<file path="src/rtl/core/clsr_pkg.sv">
// Shared constants of the combined generator with shuffle table.
// Used by the modular multiplier and the top level; depends on nothing else.
`timescale 1ns / 1ps
`default_nettype none

package clsr_pkg;

    // Width of one generator value and of one result word.
    localparam int VALUE_W = 31;
    // Width of the generator multipliers.
    localparam int MUL_W = 16;
    // Width of a full multiplier product.
    localparam int GEN_PROD_W = MUL_W + VALUE_W;
    // Width of the folding constant 2^31 - modulus.
    localparam int FOLD_W = 8;

    // First generator: modulus 2^31 - 85.
    localparam logic [VALUE_W-1:0] MOD1   = 31'd2147483563;
    localparam logic [VALUE_W-1:0] MOD1M1 = 31'd2147483562;
    localparam logic [MUL_W-1:0]   MUL1   = 16'd40014;
    localparam logic [FOLD_W-1:0]  FOLD1  = 8'd85;

    // Second generator: modulus 2^31 - 249.
    localparam logic [VALUE_W-1:0] MOD2  = 31'd2147483399;
    localparam logic [MUL_W-1:0]   MUL2  = 16'd40692;
    localparam logic [FOLD_W-1:0]  FOLD2 = 8'd249;

    // Reset value of the second generator.
    localparam logic [VALUE_W-1:0] SEED2_RESET = 31'd123456789;

    // Steps of the first generator that run before the table fill starts.
    localparam int WARMUP = 8;

    // Operation codes carried in tuser.
    localparam logic OP_DRAW   = 1'b0;
    localparam logic OP_RESEED = 1'b1;

endpackage

`default_nettype wire

</file>
<file path="src/rtl/core/clsr_ram.sv">
// Generic single-port-write, single-port-read RAM with a registered read.
// Stand-alone; holds the shuffle table of the generator.
`timescale 1ns / 1ps
`default_nettype none

module clsr_ram #(
    parameter int DATA_W = 31,
    parameter int DEPTH  = 32
) (
    input  wire logic                     aclk,
    input  wire logic                     we,
    input  wire logic [$clog2(DEPTH)-1:0] waddr,
    input  wire logic [DATA_W-1:0]        wdata,
    input  wire logic                     re,
    input  wire logic [$clog2(DEPTH)-1:0] raddr,
    output logic      [DATA_W-1:0]        rdata
);

    logic [DATA_W-1:0] mem [DEPTH];
    logic [DATA_W-1:0] rdata_reg;

    // Write port and registered read port.
    always_ff @(posedge aclk) begin
        if (we) begin
            mem[waddr] <= wdata;
        end
        if (re) begin
            rdata_reg <= mem[raddr];
        end
    end

    assign rdata = rdata_reg;

endmodule

`default_nettype wire

</file>
<file path="src/rtl/core/clsr_modmul.sv">
// Two-lane modular multiplier: one lane per congruential generator.
// Uses constants of clsr_pkg; products and reductions are registered, no flow control.
`timescale 1ns / 1ps
`default_nettype none

module clsr_modmul (
    input  wire logic                          aclk,
    input  wire logic [clsr_pkg::VALUE_W-1:0]  x1,
    input  wire logic [clsr_pkg::VALUE_W-1:0]  x2,
    output logic      [clsr_pkg::VALUE_W-1:0]  r1,
    output logic      [clsr_pkg::VALUE_W-1:0]  r2
);

    localparam int VW = clsr_pkg::VALUE_W;
    localparam int PW = clsr_pkg::GEN_PROD_W;
    localparam int HW = PW - VW;

    logic [PW-1:0] p1_reg, p1_next;
    logic [PW-1:0] p2_reg, p2_next;
    logic [VW-1:0] r1_reg, r1_next;
    logic [VW-1:0] r2_reg, r2_next;

    // Reduce a product modulo 2^31 - fold. Since 2^31 is congruent to fold,
    // the high part times fold plus the low part stays below twice the
    // modulus, so one conditional subtract finishes the reduction.
    function automatic logic [VW-1:0] fold_reduce(
        input logic [PW-1:0]                 prod,
        input logic [clsr_pkg::FOLD_W-1:0]   fold,
        input logic [VW-1:0]                 modulus
    );
        logic [HW+clsr_pkg::FOLD_W-1:0] hi_scaled;
        logic [VW:0]                    sum;
        hi_scaled   = (HW + clsr_pkg::FOLD_W)'(prod[PW-1:VW]) *
                      (HW + clsr_pkg::FOLD_W)'(fold);
        sum         = (VW + 1)'(prod[VW-1:0]) + (VW + 1)'(hi_scaled);
        if (sum >= (VW + 1)'(modulus)) begin
            sum = sum - (VW + 1)'(modulus);
        end
        fold_reduce = sum[VW-1:0];
    endfunction

    // Stage one: the products.
    assign p1_next = PW'(clsr_pkg::MUL1) * PW'(x1);
    assign p2_next = PW'(clsr_pkg::MUL2) * PW'(x2);

    // Stage two: the reductions.
    assign r1_next = fold_reduce(p1_reg, clsr_pkg::FOLD1, clsr_pkg::MOD1);
    assign r2_next = fold_reduce(p2_reg, clsr_pkg::FOLD2, clsr_pkg::MOD2);

    always_ff @(posedge aclk) begin
        p1_reg <= p1_next;
        p2_reg <= p2_next;
        r1_reg <= r1_next;
        r2_reg <= r2_next;
    end

    assign r1 = r1_reg;
    assign r2 = r2_reg;

endmodule

`default_nettype wire

</file>
<file path="src/rtl/core/combined_lcg_shuffle_rng.sv">
// Combined congruential random number generator with a shuffle table.
// Depends on clsr_pkg, clsr_modmul and clsr_ram.
//
// Usage:
//   The slave stream carries one command word per number wanted. tuser holds
//   the operation (draw, or reseed then draw); tdata holds the seed, which
//   only a reseed uses. Every accepted word gives exactly one master word
//   whose tdata holds a raw value in 1 .. 2147483562.
//   A draw passes from acceptance through the two-stage modular multiplier
//   pair (accepting state, then draw wait), the table update and the slot
//   computation of the next draw (multiply, compare) before its result is
//   registered on the master side. A new word is accepted in the cycle
//   after the result is registered, so the block works on one word at a
//   time.
//   A reseed steps the first generator forty times through the same
//   multiplier loop (step wait, step write-back) before its draw.
//   The shuffle table sits in a RAM with a registered read; one read
//   and one write per draw.
//   After reset the generators hold 1 and 123456789 and the table reads as
//   zeros through per-entry valid bits; no clearing pass is needed.
//   When the receiver stalls, the result waits in the output register; the
//   block takes the next word meanwhile and holds its own result until the
//   register is free.
`timescale 1ns / 1ps
`default_nettype none

module combined_lcg_shuffle_rng #(
    parameter int TABLE_SIZE = 32
) (
    input  wire logic        aclk,
    input  wire logic        aresetn,
    // Command words.
    input  wire logic        s_tvalid,
    output logic             s_tready,
    input  wire logic [31:0] s_tdata,   // [30:0] seed_magnitude, [31] zero pad
    input  wire logic [0:0]  s_tuser,   // [0] opcode
    // Result words.
    output logic             m_tvalid,
    input  wire logic        m_tready,
    output logic      [31:0] m_tdata    // [30:0] random_value, [31] zero pad
);

    localparam int VW       = clsr_pkg::VALUE_W;
    localparam int SLOT_W   = $clog2(TABLE_SIZE);
    localparam int CNT_W    = $clog2(TABLE_SIZE + clsr_pkg::WARMUP);
    localparam int QW       = $clog2(TABLE_SIZE + 1);
    localparam longint unsigned DIVISOR =
        1 + longint'(clsr_pkg::MOD1M1) / TABLE_SIZE;
    localparam int RECIP_SHIFT = 40;
    localparam longint unsigned RECIP = (64'd1 << RECIP_SHIFT) / DIVISOR;
    localparam int RECIP_W  = $clog2(RECIP + 1);
    localparam int DPROD_W  = VW + RECIP_W;
    localparam int BOUND_W  = QW + VW + 1;
    localparam logic [VW-1:0]      DIV_VAL   = VW'(DIVISOR);
    localparam logic [RECIP_W-1:0] RECIP_VAL = RECIP_W'(RECIP);
    localparam logic [QW:0]        SLOT_MAX  = (QW + 1)'(TABLE_SIZE - 1);
    localparam logic [CNT_W-1:0]   CNT_START =
        CNT_W'(TABLE_SIZE + clsr_pkg::WARMUP - 1);
    localparam logic [CNT_W-1:0]   CNT_TABLE = CNT_W'(TABLE_SIZE);

    typedef enum logic [8:0] {
        ST_IDLE       = 9'b000000001,
        ST_STEP_WAIT  = 9'b000000010,
        ST_STEP_WB    = 9'b000000100,
        ST_DRAW_ISSUE = 9'b000001000,
        ST_DRAW_WAIT  = 9'b000010000,
        ST_DRAW_UPD   = 9'b000100000,
        ST_DIV_MUL    = 9'b001000000,
        ST_DIV_CMP    = 9'b010000000,
        ST_FINISH     = 9'b100000000
    } state_t;

    state_t              state_reg, state_next;
    logic [VW-1:0]       first_gen_reg, first_gen_next;
    logic [VW-1:0]       second_gen_reg, second_gen_next;
    logic [VW-1:0]       shuffle_out_reg, shuffle_out_next;
    logic [SLOT_W-1:0]   slot_reg, slot_next;
    logic [TABLE_SIZE-1:0] valid_reg, valid_next;
    logic [CNT_W-1:0]    cnt_reg, cnt_next;
    logic                reseed_pend_reg, reseed_pend_next;
    logic [DPROD_W-1:0]  div_prod_reg, div_prod_next;
    logic                m_tvalid_reg, m_tvalid_next;
    logic [VW-1:0]       m_tdata_reg, m_tdata_next;

    logic                in_fire;
    logic                start_reseed;
    logic [VW-1:0]       seed_in;
    logic [VW-1:0]       seed_eff;
    logic                out_free;

    logic [VW-1:0]       mm_x1;
    logic [VW-1:0]       g1_res;
    logic [VW-1:0]       g2_res;

    logic                ram_we;
    logic [SLOT_W-1:0]   ram_waddr;
    logic [VW-1:0]       ram_wdata;
    logic                ram_re;
    logic [VW-1:0]       ram_rdata;

    logic [VW-1:0]       tab_val;
    logic [VW:0]         diff;
    logic [VW:0]         diff_wrap;
    logic [VW-1:0]       draw_out;

    logic [QW-1:0]       q_est;
    logic [QW:0]         q_inc;
    logic [BOUND_W-1:0]  bound;
    logic [QW:0]         q_fix;
    logic [SLOT_W-1:0]   slot_calc;

    // Input decode: a reseed is forced when the first generator sits at zero.
    assign in_fire      = s_tvalid && s_tready;
    assign seed_in      = s_tdata[VW-1:0];
    assign start_reseed = (s_tuser[0] == clsr_pkg::OP_RESEED) || (first_gen_reg == '0);
    always_comb begin
        if (s_tuser[0] == clsr_pkg::OP_RESEED && seed_in != '0) begin
            seed_eff = seed_in;
        end else begin
            seed_eff = VW'(1);
        end
    end

    assign out_free = !m_tvalid_reg || m_tready;

    // Multiplier operand: a reseed loop forwards the last step's result.
    always_comb begin
        case (state_reg)
            ST_IDLE:    mm_x1 = start_reseed ? seed_eff : first_gen_reg;
            ST_STEP_WB: mm_x1 = g1_res;
            default:    mm_x1 = first_gen_reg;
        endcase
    end

    clsr_modmul u_modmul (
        .aclk (aclk),
        .x1   (mm_x1),
        .x2   (second_gen_reg),
        .r1   (g1_res),
        .r2   (g2_res)
    );

    clsr_ram #(
        .DATA_W (VW),
        .DEPTH  (TABLE_SIZE)
    ) u_table (
        .aclk  (aclk),
        .we    (ram_we),
        .waddr (ram_waddr),
        .wdata (ram_wdata),
        .re    (ram_re),
        .raddr (slot_reg),
        .rdata (ram_rdata)
    );

    // New output: table entry minus the second generator, wrapped into range.
    assign tab_val   = valid_reg[slot_reg] ? ram_rdata : '0;
    assign diff      = {1'b0, tab_val} - {1'b0, g2_res};
    assign diff_wrap = diff + {1'b0, clsr_pkg::MOD1M1};
    assign draw_out  = (diff[VW] || diff == '0) ? diff_wrap[VW-1:0] : diff[VW-1:0];

    // Slot of the next draw: reciprocal estimate, one correction, clamp.
    assign q_est = QW'(div_prod_reg >> RECIP_SHIFT);
    assign q_inc = (QW + 1)'(q_est) + (QW + 1)'(1);
    assign bound = BOUND_W'(q_inc) * BOUND_W'(DIV_VAL);
    always_comb begin
        if (bound <= BOUND_W'(shuffle_out_reg)) begin
            q_fix = q_inc;
        end else begin
            q_fix = (QW + 1)'(q_est);
        end
        if (q_fix > SLOT_MAX) begin
            slot_calc = SLOT_W'(SLOT_MAX);
        end else begin
            slot_calc = SLOT_W'(q_fix);
        end
    end

    // Sequencer.
    always_comb begin
        state_next       = state_reg;
        first_gen_next   = first_gen_reg;
        second_gen_next  = second_gen_reg;
        shuffle_out_next = shuffle_out_reg;
        slot_next        = slot_reg;
        valid_next       = valid_reg;
        cnt_next         = cnt_reg;
        reseed_pend_next = reseed_pend_reg;
        div_prod_next    = div_prod_reg;
        m_tvalid_next    = m_tvalid_reg;
        m_tdata_next     = m_tdata_reg;
        ram_we           = 1'b0;
        ram_waddr        = slot_reg;
        ram_wdata        = g1_res;
        ram_re           = 1'b0;
        s_tready         = 1'b0;

        if (m_tready) begin
            m_tvalid_next = 1'b0;
        end

        case (state_reg)
            ST_IDLE: begin
                s_tready = 1'b1;
                if (in_fire) begin
                    if (start_reseed) begin
                        first_gen_next   = seed_eff;
                        second_gen_next  = seed_eff;
                        cnt_next         = CNT_START;
                        reseed_pend_next = 1'b1;
                        state_next       = ST_STEP_WAIT;
                    end else begin
                        ram_re     = 1'b1;
                        state_next = ST_DRAW_WAIT;
                    end
                end
            end
            ST_STEP_WAIT: begin
                state_next = ST_STEP_WB;
            end
            ST_STEP_WB: begin
                first_gen_next = g1_res;
                if (cnt_reg < CNT_TABLE) begin
                    ram_we                 = 1'b1;
                    ram_waddr              = cnt_reg[SLOT_W-1:0];
                    valid_next[ram_waddr]  = 1'b1;
                end
                if (cnt_reg == '0) begin
                    shuffle_out_next = g1_res;
                    state_next       = ST_DIV_MUL;
                end else begin
                    cnt_next   = cnt_reg - CNT_W'(1);
                    state_next = ST_STEP_WAIT;
                end
            end
            ST_DRAW_ISSUE: begin
                ram_re     = 1'b1;
                state_next = ST_DRAW_WAIT;
            end
            ST_DRAW_WAIT: begin
                state_next = ST_DRAW_UPD;
            end
            ST_DRAW_UPD: begin
                first_gen_next        = g1_res;
                second_gen_next       = g2_res;
                shuffle_out_next      = draw_out;
                ram_we                = 1'b1;
                valid_next[slot_reg]  = 1'b1;
                state_next            = ST_DIV_MUL;
            end
            ST_DIV_MUL: begin
                div_prod_next = DPROD_W'(shuffle_out_reg) * DPROD_W'(RECIP_VAL);
                state_next    = ST_DIV_CMP;
            end
            ST_DIV_CMP: begin
                slot_next = slot_calc;
                if (reseed_pend_reg) begin
                    reseed_pend_next = 1'b0;
                    state_next       = ST_DRAW_ISSUE;
                end else if (out_free) begin
                    m_tvalid_next = 1'b1;
                    m_tdata_next  = shuffle_out_reg;
                    state_next    = ST_IDLE;
                end else begin
                    state_next = ST_FINISH;
                end
            end
            ST_FINISH: begin
                if (out_free) begin
                    m_tvalid_next = 1'b1;
                    m_tdata_next  = shuffle_out_reg;
                    state_next    = ST_IDLE;
                end
            end
            default: begin
                state_next = ST_IDLE;
            end
        endcase
    end

    // Control and generator state.
    always_ff @(posedge aclk) begin
        if (!aresetn) begin
            state_reg       <= ST_IDLE;
            first_gen_reg   <= VW'(1);
            second_gen_reg  <= clsr_pkg::SEED2_RESET;
            shuffle_out_reg <= '0;
            slot_reg        <= '0;
            valid_reg       <= '0;
            cnt_reg         <= '0;
            reseed_pend_reg <= 1'b0;
            m_tvalid_reg    <= 1'b0;
        end else begin
            state_reg       <= state_next;
            first_gen_reg   <= first_gen_next;
            second_gen_reg  <= second_gen_next;
            shuffle_out_reg <= shuffle_out_next;
            slot_reg        <= slot_next;
            valid_reg       <= valid_next;
            cnt_reg         <= cnt_next;
            reseed_pend_reg <= reseed_pend_next;
            m_tvalid_reg    <= m_tvalid_next;
        end
    end

    // Payload registers.
    always_ff @(posedge aclk) begin
        div_prod_reg <= div_prod_next;
        m_tdata_reg  <= m_tdata_next;
    end

    assign m_tvalid = m_tvalid_reg;
    assign m_tdata  = {1'b0, m_tdata_reg};

    // The table is never read and written in the same cycle.
    assert property (@(posedge aclk) disable iff (!aresetn)
        !(ram_we && ram_re))
        else $error("shuffle table read and write collide");

    // Every result word lies in 1 .. modulus-1.
    assert property (@(posedge aclk) disable iff (!aresetn)
        m_tvalid |-> (m_tdata[VW-1:0] != '0) && (m_tdata[VW-1:0] < clsr_pkg::MOD1))
        else $error("result word out of range");

    // One word at a time: after an acceptance the input side closes.
    assert property (@(posedge aclk) disable iff (!aresetn)
        (s_tvalid && s_tready) |=> !s_tready)
        else $error("second word accepted while one is in work");

    // The slot register always addresses a real table entry.
    assert property (@(posedge aclk) disable iff (!aresetn)
        (SLOT_W + 1)'(slot_reg) < (SLOT_W + 1)'(TABLE_SIZE))
        else $error("slot beyond table");

    // Multiplier results are fully reduced when a draw consumes them.
    assert property (@(posedge aclk) disable iff (!aresetn)
        (state_reg == ST_DRAW_UPD) |-> (g1_res < clsr_pkg::MOD1) && (g2_res < clsr_pkg::MOD2))
        else $error("generator step not reduced");

endmodule

`default_nettype wire

</file>
<file path="config.mk">
export PLATFORM = sky130hd
export DESIGN_NAME = combined_lcg_shuffle_rng
export DESIGN_NICKNAME = d
export VERILOG_FILES = /design/src/rtl/core/clsr_pkg.sv /design/src/rtl/core/clsr_ram.sv /design/src/rtl/core/clsr_modmul.sv /design/src/rtl/core/combined_lcg_shuffle_rng.sv
export SDC_FILE = /design/constraint.sdc
export NUM_CORES = 2
export LEC_CHECK = 0
export BUFFER_PORTS_ARGS = -buffer_cell sky130_fd_sc_hd__buf_2
export CAP_MARGIN = 20
export CORE_ASPECT_RATIO = 1.25
export CORE_MARGIN = 1.5
export CORE_UTILIZATION = 45
export DETAILED_ROUTE_END_ITERATION = 10
export HOLD_SLACK_MARGIN = 0.15
export PLACE_DENSITY = 0.58
export SLEW_MARGIN = 0
export SYNTH_ARGS = -nofsm -noshare
export SYNTH_HDL_FRONTEND = slang
export SYNTH_SLANG_ARGS = --single-unit
</file>
<file path="constraint.sdc">
create_clock -name aclk -period 27.2 [get_ports aclk]
set_input_delay 6.8 -clock aclk [delete_from_list [all_inputs] [get_ports aclk]]
set_output_delay 6.8 -clock aclk [all_outputs]
set_load 0.02 [all_outputs]
</file>
; After elaboration in Yosys (flattened, before gate mapping)
; Memories as Yosys holds them, arrays and structs flattened. A register that Yosys moved wholly into a read port is not among the register bits.
; Index checks and enable logic that the tools add are counted.
[classes]
n_addsub = 8
mul = 5
magnitude_cmp = 9
eq_ne = 16
muxes = 55
n_bitwise = 2
reduce_logical = 27
[ops]
columns = op, n
row1 = $mux W31, 12
row2 = $pmux W31 S2, 5
row3 = $pmux W9 S9, 1
row4 = $ge A32 B31 Y1 const B, 2
row5 = $or A32 B32 Y32, 2
row6 = $pmux W32 S2, 1
row7 = $sub A31 B31 Y31 const B, 2
row8 = $mul A15 B31 Y46 const A, 1
row9 = $mul A14 B31 Y45 const A, 1
row10 = $mux W9, 4
row11 = $add A31 B23 Y32, 1
row12 = $add A31 B24 Y32, 1
row13 = $le A32 B31 Y1, 1
row14 = $logic_not A32 Y1, 1
row15 = $mux W32, 1
row16 = $sub A31 B31 Y32, 1
row17 = $add A31 B31 Y31 const B, 1
row18 = $logic_not A31 Y1, 1
row19 = $mul A6 B25 Y31 const B, 1
row20 = $reduce_bool A31 Y1, 1
row21 = $mul A16 B8 Y24 const B, 1
row22 = $mux W6, 4
row23 = $mul A16 B7 Y23 const B, 1
row24 = $mux W5, 4
row25 = other kinds (31), 71
[totals]
regBits = 362
ramBits = 992
word_cells = 138
memories = 1
[mem_list]
columns = memory, words, width, rd, rd_clocked_by_memory_dff, wr, line_no
row1 = u_table.mem, 32, 31, 1, 1, 1, clsr_ram.sv:19  ; logic [DATA_W-1:0] mem [DEPTH];

; Depth between registers and ports, before layout
[depth]
ltp_word = 8
depth_mapped = 32
mapped_depth_nobuf = 31

; Hierarchy
; A second synthesis with hierarchy kept.
[hier_totals]
hier_cells = 6553
hier_area_um2 = 79455.0
[modules_own_cells]
columns = module, instances, cells_per_inst, area_each_um2
row1 = clsr_ram, 1, 2193, 39472.9
row2 = clsr_modmul, 1, 2659, 26422.8
row3 = combined_lcg_shuffle_rng, 1, 1701, 13559.3

; Worst setup path after synthesis
; OpenSTA, ideal clock, no wires.
[synth_path]
kind = input to register
from = input port s_tdata[13]
to = register u_modmul.p1_reg[45]
arrival_ns = 13.598
required_ns = 27.128
slack_ns = 13.529
cell_stages = 30
n_path_buf = 2
path_cell_list = nor4_1 nand4_1 o21a_1 clkbuf_1 clkbuf_1 nand2_1 o21ai_0 a21o_1 inv_1 fa_1 inv_1 ha_1 inv_1 fa_1 fa_1 fa_1 inv_1 fa_1 ha_1 a21o_1 a21o_1 a21oi_1 o221a_2 a31oi_1 a31oi_1 o21ai_0 or4b_2 a31o_2 a21oi_1 xnor2_1
[synth_between]
elab_chain_len = 6
[synth_rtl]
columns = element, line_no
row1 = from (decl), combined_lcg_shuffle_rng.sv:35  ; input wire logic [31:0] s_tdata,
row2 = $reduce_bool A31 Y1, combined_lcg_shuffle_rng.sv:117  ; if (s_tuser[0] == clsr_pkg::OP_RESEED && seed_in != '0) begin
row3 = $logic_and A1 B1 Y1, combined_lcg_shuffle_rng.sv:117
row4 = $mux W31 (*), combined_lcg_shuffle_rng.sv:117
row5 = $mux W31 (*), --
row6 = $pmux W31 S2 (*), combined_lcg_shuffle_rng.sv:128  ; case (state_reg)
row7 = $mul A15 B31 Y46 (*), clsr_modmul.sv:43  ; assign p1_next = PW'(clsr_pkg::MUL1) * PW'(x1);
row8 = via u_modmul.p1_next[45], clsr_modmul.sv:18  ; logic [PW-1:0] p1_reg, p1_next;
row9 = to (signal assigned), clsr_modmul.sv:51  ; p1_reg <= p1_next;
row10 = to (decl), clsr_modmul.sv:18
; The timed path passes the listed nets; every way through them passes the cells marked *.
; A chain may end at the register's enable or synchronous reset.

; Final worst setup path
[layout_path]
from = input port s_tdata[0]
to = register u_modmul.p1_reg[45]
; Same word-level chain as after synthesis.

==> impl_metrics.py <==
metrics = {
    "run_status": {
        "outcome": "completed",
    },
    "placement": {
        "place.gp.congestion": 0.919,
        "io_buffers": 68,
        "place_inst": 8189,
        "hpwl_um": 150000,
    },
    "timing": {
        "finalHoldViolations": 0,
        "rsz0062_at_grt": "false",
        "fmax_mhz": 70.4,
        "tns_ns": 0,
        "period_minus_slack_ns": 14.20,
        "period_share_pct": 52.2,
        "finClkSkew_ns": 0.0873,
        "setup_violations": 0,
        "tightest_slew_ns": 0.931,
        "finalMaxSlewViolations": 0,
        "timing.hold.ws_ns": 0.452,
        "slew_headroom_pct": 36.3,
    },
    "synthesis": {
        "ys_types": 92,
        "seq_area_frac_synth_pct": 48.5,
        "yosysWarnings": 0,
        "async_flop_share_pct": 0,
        "synthesis.instances": 5993,
        "synth-seq-cells": 1359,
        "synth_area_um2": 77900,
        "synth_edf_count": 1059,
        "synth_flop_cell": "edfxtp_1",
        "avgSynthCellArea_um2": 13.0,
        "syn_nets": 7038,
    },
    "critical_path": {
        "rr_startpoint": "state_reg[3]",
        "reg2reg_depth": 28,
        "critPathMaxFanout": 29,
        "cp_top_family": "compound AO/OA/AOI/OAI gates",
        "path_class": "in2reg",
        "r2r_slack_ns": 17.70,
        "required_ns": 27.90,
        "cp_slowest_cell": "o21a_1",
        "crit_path_max_incr_delay_ns": 0.67,
        "worstPathArrival_ns": 14.90,
        "crit_buf_inv": 5,
        "crit_top_cell": "fa_1",
        "setup.worst_path.end_class": "flop",
        "start_kind": "input port",
        "r2r-end": "u_modmul.p1_reg[45]",
    },
    "route": {
        "drt_iter0_markers": 4428,
        "routedWlPerCell_um": 26.3,
        "vias_per_cell": 5.81,
        "drc": 0,
        "postRouteWirelength_um": 222000,
        "route.vias.total": 49100,
        "ant_nets": 0,
        "first_pass_iters": 7,
    },
    "min_path": {
        "min_to": "m_tdata_reg[10]",
        "holdCritStartpoint": "shuffle_out_reg[10]",
        "hold_class": "reg2reg",
        "whs_path_depth": 0,
    },
    "clock_network": {
        "ctsHtreeMaxLevel": 4,
        "path_clk_slew_ns": 0.06,
        "root_buffer": "clkbuf_16",
        "cts_resized": 0,
        "cts_sinks": 1359,
        "post_cts_buffers": 0,
        "cts_hold_buf": 0,
        "cts_tree": "done",
        "cts_made_buffers": 138,
        "clk_latency_ns": 0.82,
        "clockBufferDepth": 3,
    },
    "global_route": {
        "grt_pass1_vias": 49800,
        "grt_max_degree": 108,
        "grt_util_all_layers_pct": 25.6,
        "grt_antenna_before_repair": 16,
        "overflow": 0,
        "grt_pass1_wl_um": 328000,
    },
    "floorplan": {
        "initial_core_util_pct": 45.3,
        "rows": 170,
        "ios": 71,
        "core_area_um2": 172000,
        "die_x_um": 375,
        "dieArea_um2": 176000,
        "die_h_um": 468,
    },
    "final_layout": {
        "fin_cells": 8447,
        "area_growth_pct": 10.3,
        "ff_latch_area_um2": 37800,
        "largest_reg_flops": 992,
        "fillCellCount": 14800,
        "nNetsFinal": 7139,
        "drive_gt1_share_pct": 11.8,
        "multi_input_area_um2": 36800,
    },
    "flow_run": {
        "cap_viol_max_count": 0,
    },
}
## cells in the final DEF, fill, tap and decap left out, types with 16 or more instances in the layout
master	instances
edfxtp_1	1059
inv_1	743
ha_1	543
fa_1	465
nor2_1	314
dfxtp_1	298
nand2_1	269
mux4_2	256
o21ai_0	212
a21oi_1	186
a22oi_1	170
clkbuf_16	139
xnor2_1	134
a21o_1	114
buf_4	98
a211oi_1	79
nand4_1	78
xor2_1	75
buf_2	68
nand3_1	63
and2_1	60
nor3_1	57
nand2b_1	44
o22ai_1	43
and3_1	40
nor2_4	34
o21a_1	33
nor4_1	32
nor2b_1	30
clkbuf_1	30
clkinv_2	25
o21bai_1	23
or3_1	22
o31ai_1	20
a31oi_1	19
clkinv_1	18
o211ai_1	16
## worst max-delay path by stage
stage	cells past startpoint	from	slack, ns	end
3_5_place_dp	29	s_tdata[0]	12.25	u_modmul.p1_reg[45]
5_1_grt	29	s_tdata[13]	12.40	u_modmul.p1_reg[45]
2_1_floorplan	30	s_tdata[13]	13.53	u_modmul.p1_reg[45]
4_1_cts	29	s_tdata[0]	13.07	u_modmul.p1_reg[45]
3_3_place_gp	29	s_tdata[0]	12.28	u_modmul.p1_reg[45]
6_report	29	s_tdata[0]	13.00	u_modmul.p1_reg[45]
## per-stage QoR
step                setup slack, ns  utilization [%]  area, µm²
detailed placement            12.25             47.3      81400
global route                  12.40             50.0      86000
floorplan                     13.53                -      77900
finish                        13.00             50.0      86000
global placement              12.28             47.3      81400
CTS                           13.07             50.0      85900
## cell usage after synthesis (all sizes together) (8+ instances only)
cell,instances,area share (%)
inv,744,3.6
nor4,33,0.27
xnor2,134,1.5
a21o,114,1.1
edfxtp,1059,41
clkbuf,174,0.84
xor2,75,0.84
nand3b,9,0.087
nor3,59,0.39
a31oi,19,0.15
a21oi,188,1.2
fa,465,12
mux2i,12,0.15
or2,14,0.11
nand4,79,0.65
a21boi,12,0.12
o21bai,23,0.22
a32oi,12,0.13
a22oi,170,1.6
o21ai,219,1.4
o21a,33,0.32
ha,543,8.7
and3,41,0.33
o31ai,20,0.19
buf,34,0.18
o31a,15,0.17
nand2,271,1.3
or3,22,0.18
mux2,8,0.12
nand3,64,0.41
nor2b,32,0.26
nor2,350,1.7
and4,10,0.11
a211oi,84,0.85
or4,8,0.077
o22ai,44,0.35
nand2b,44,0.35
mux4,256,7.4
o211ai,16,0.15
and2,63,0.51
dfxtp,300,7.7
## routing by layer
layer	share of wire [%]	GRT usage (%)
met5	0	0
met4	3.9	9.10
met3	5.9	3.34
met2	49	43.1
met1	41	34.0
## worst reg2reg max path, delay by kind of cell, from the launching register on
family	cells	cell delay, ns
buffers and inverters	3	0.58
flip-flops	1	0.34
XOR/XNOR	1	0.13
adder cells (fa/ha/maj)	7	3.05
AND/OR/NAND/NOR	9	2.95
AO/OA/AOI/OAI	8	2.38
## logic make-up after synthesis
| logic type | after synthesis | synth area share [%] |
|---|---|---|
| compound gates | 1053 | 9.06 |
| xor+xnor | 209 | 2.35 |
| fa+ha+maj | 1008 | 20.7 |
| buf+inv | 952 | 4.61 |
| flops | 1359 | 48.5 |
| mux | 276 | 7.67 |
| other cells | 1 | 0.00481 |
| simple gates | 1135 | 7.13 |
## area by class of cell
type	instances	area share [%]
Clock inverter	74	1.02
Tap cell	2236	3.25
Inverter	744	3.25
Multi-Input combinational cell	3682	42.8
Timing Repair Buffer	169	1.32
Clock buffer	179	4.32
Sequential cell	1359	44.0
Antenna cell	4	0.0116
Power is not shown: default switching activity piles up to over one toggle a cycle in this logic, so the estimate is an artifact.
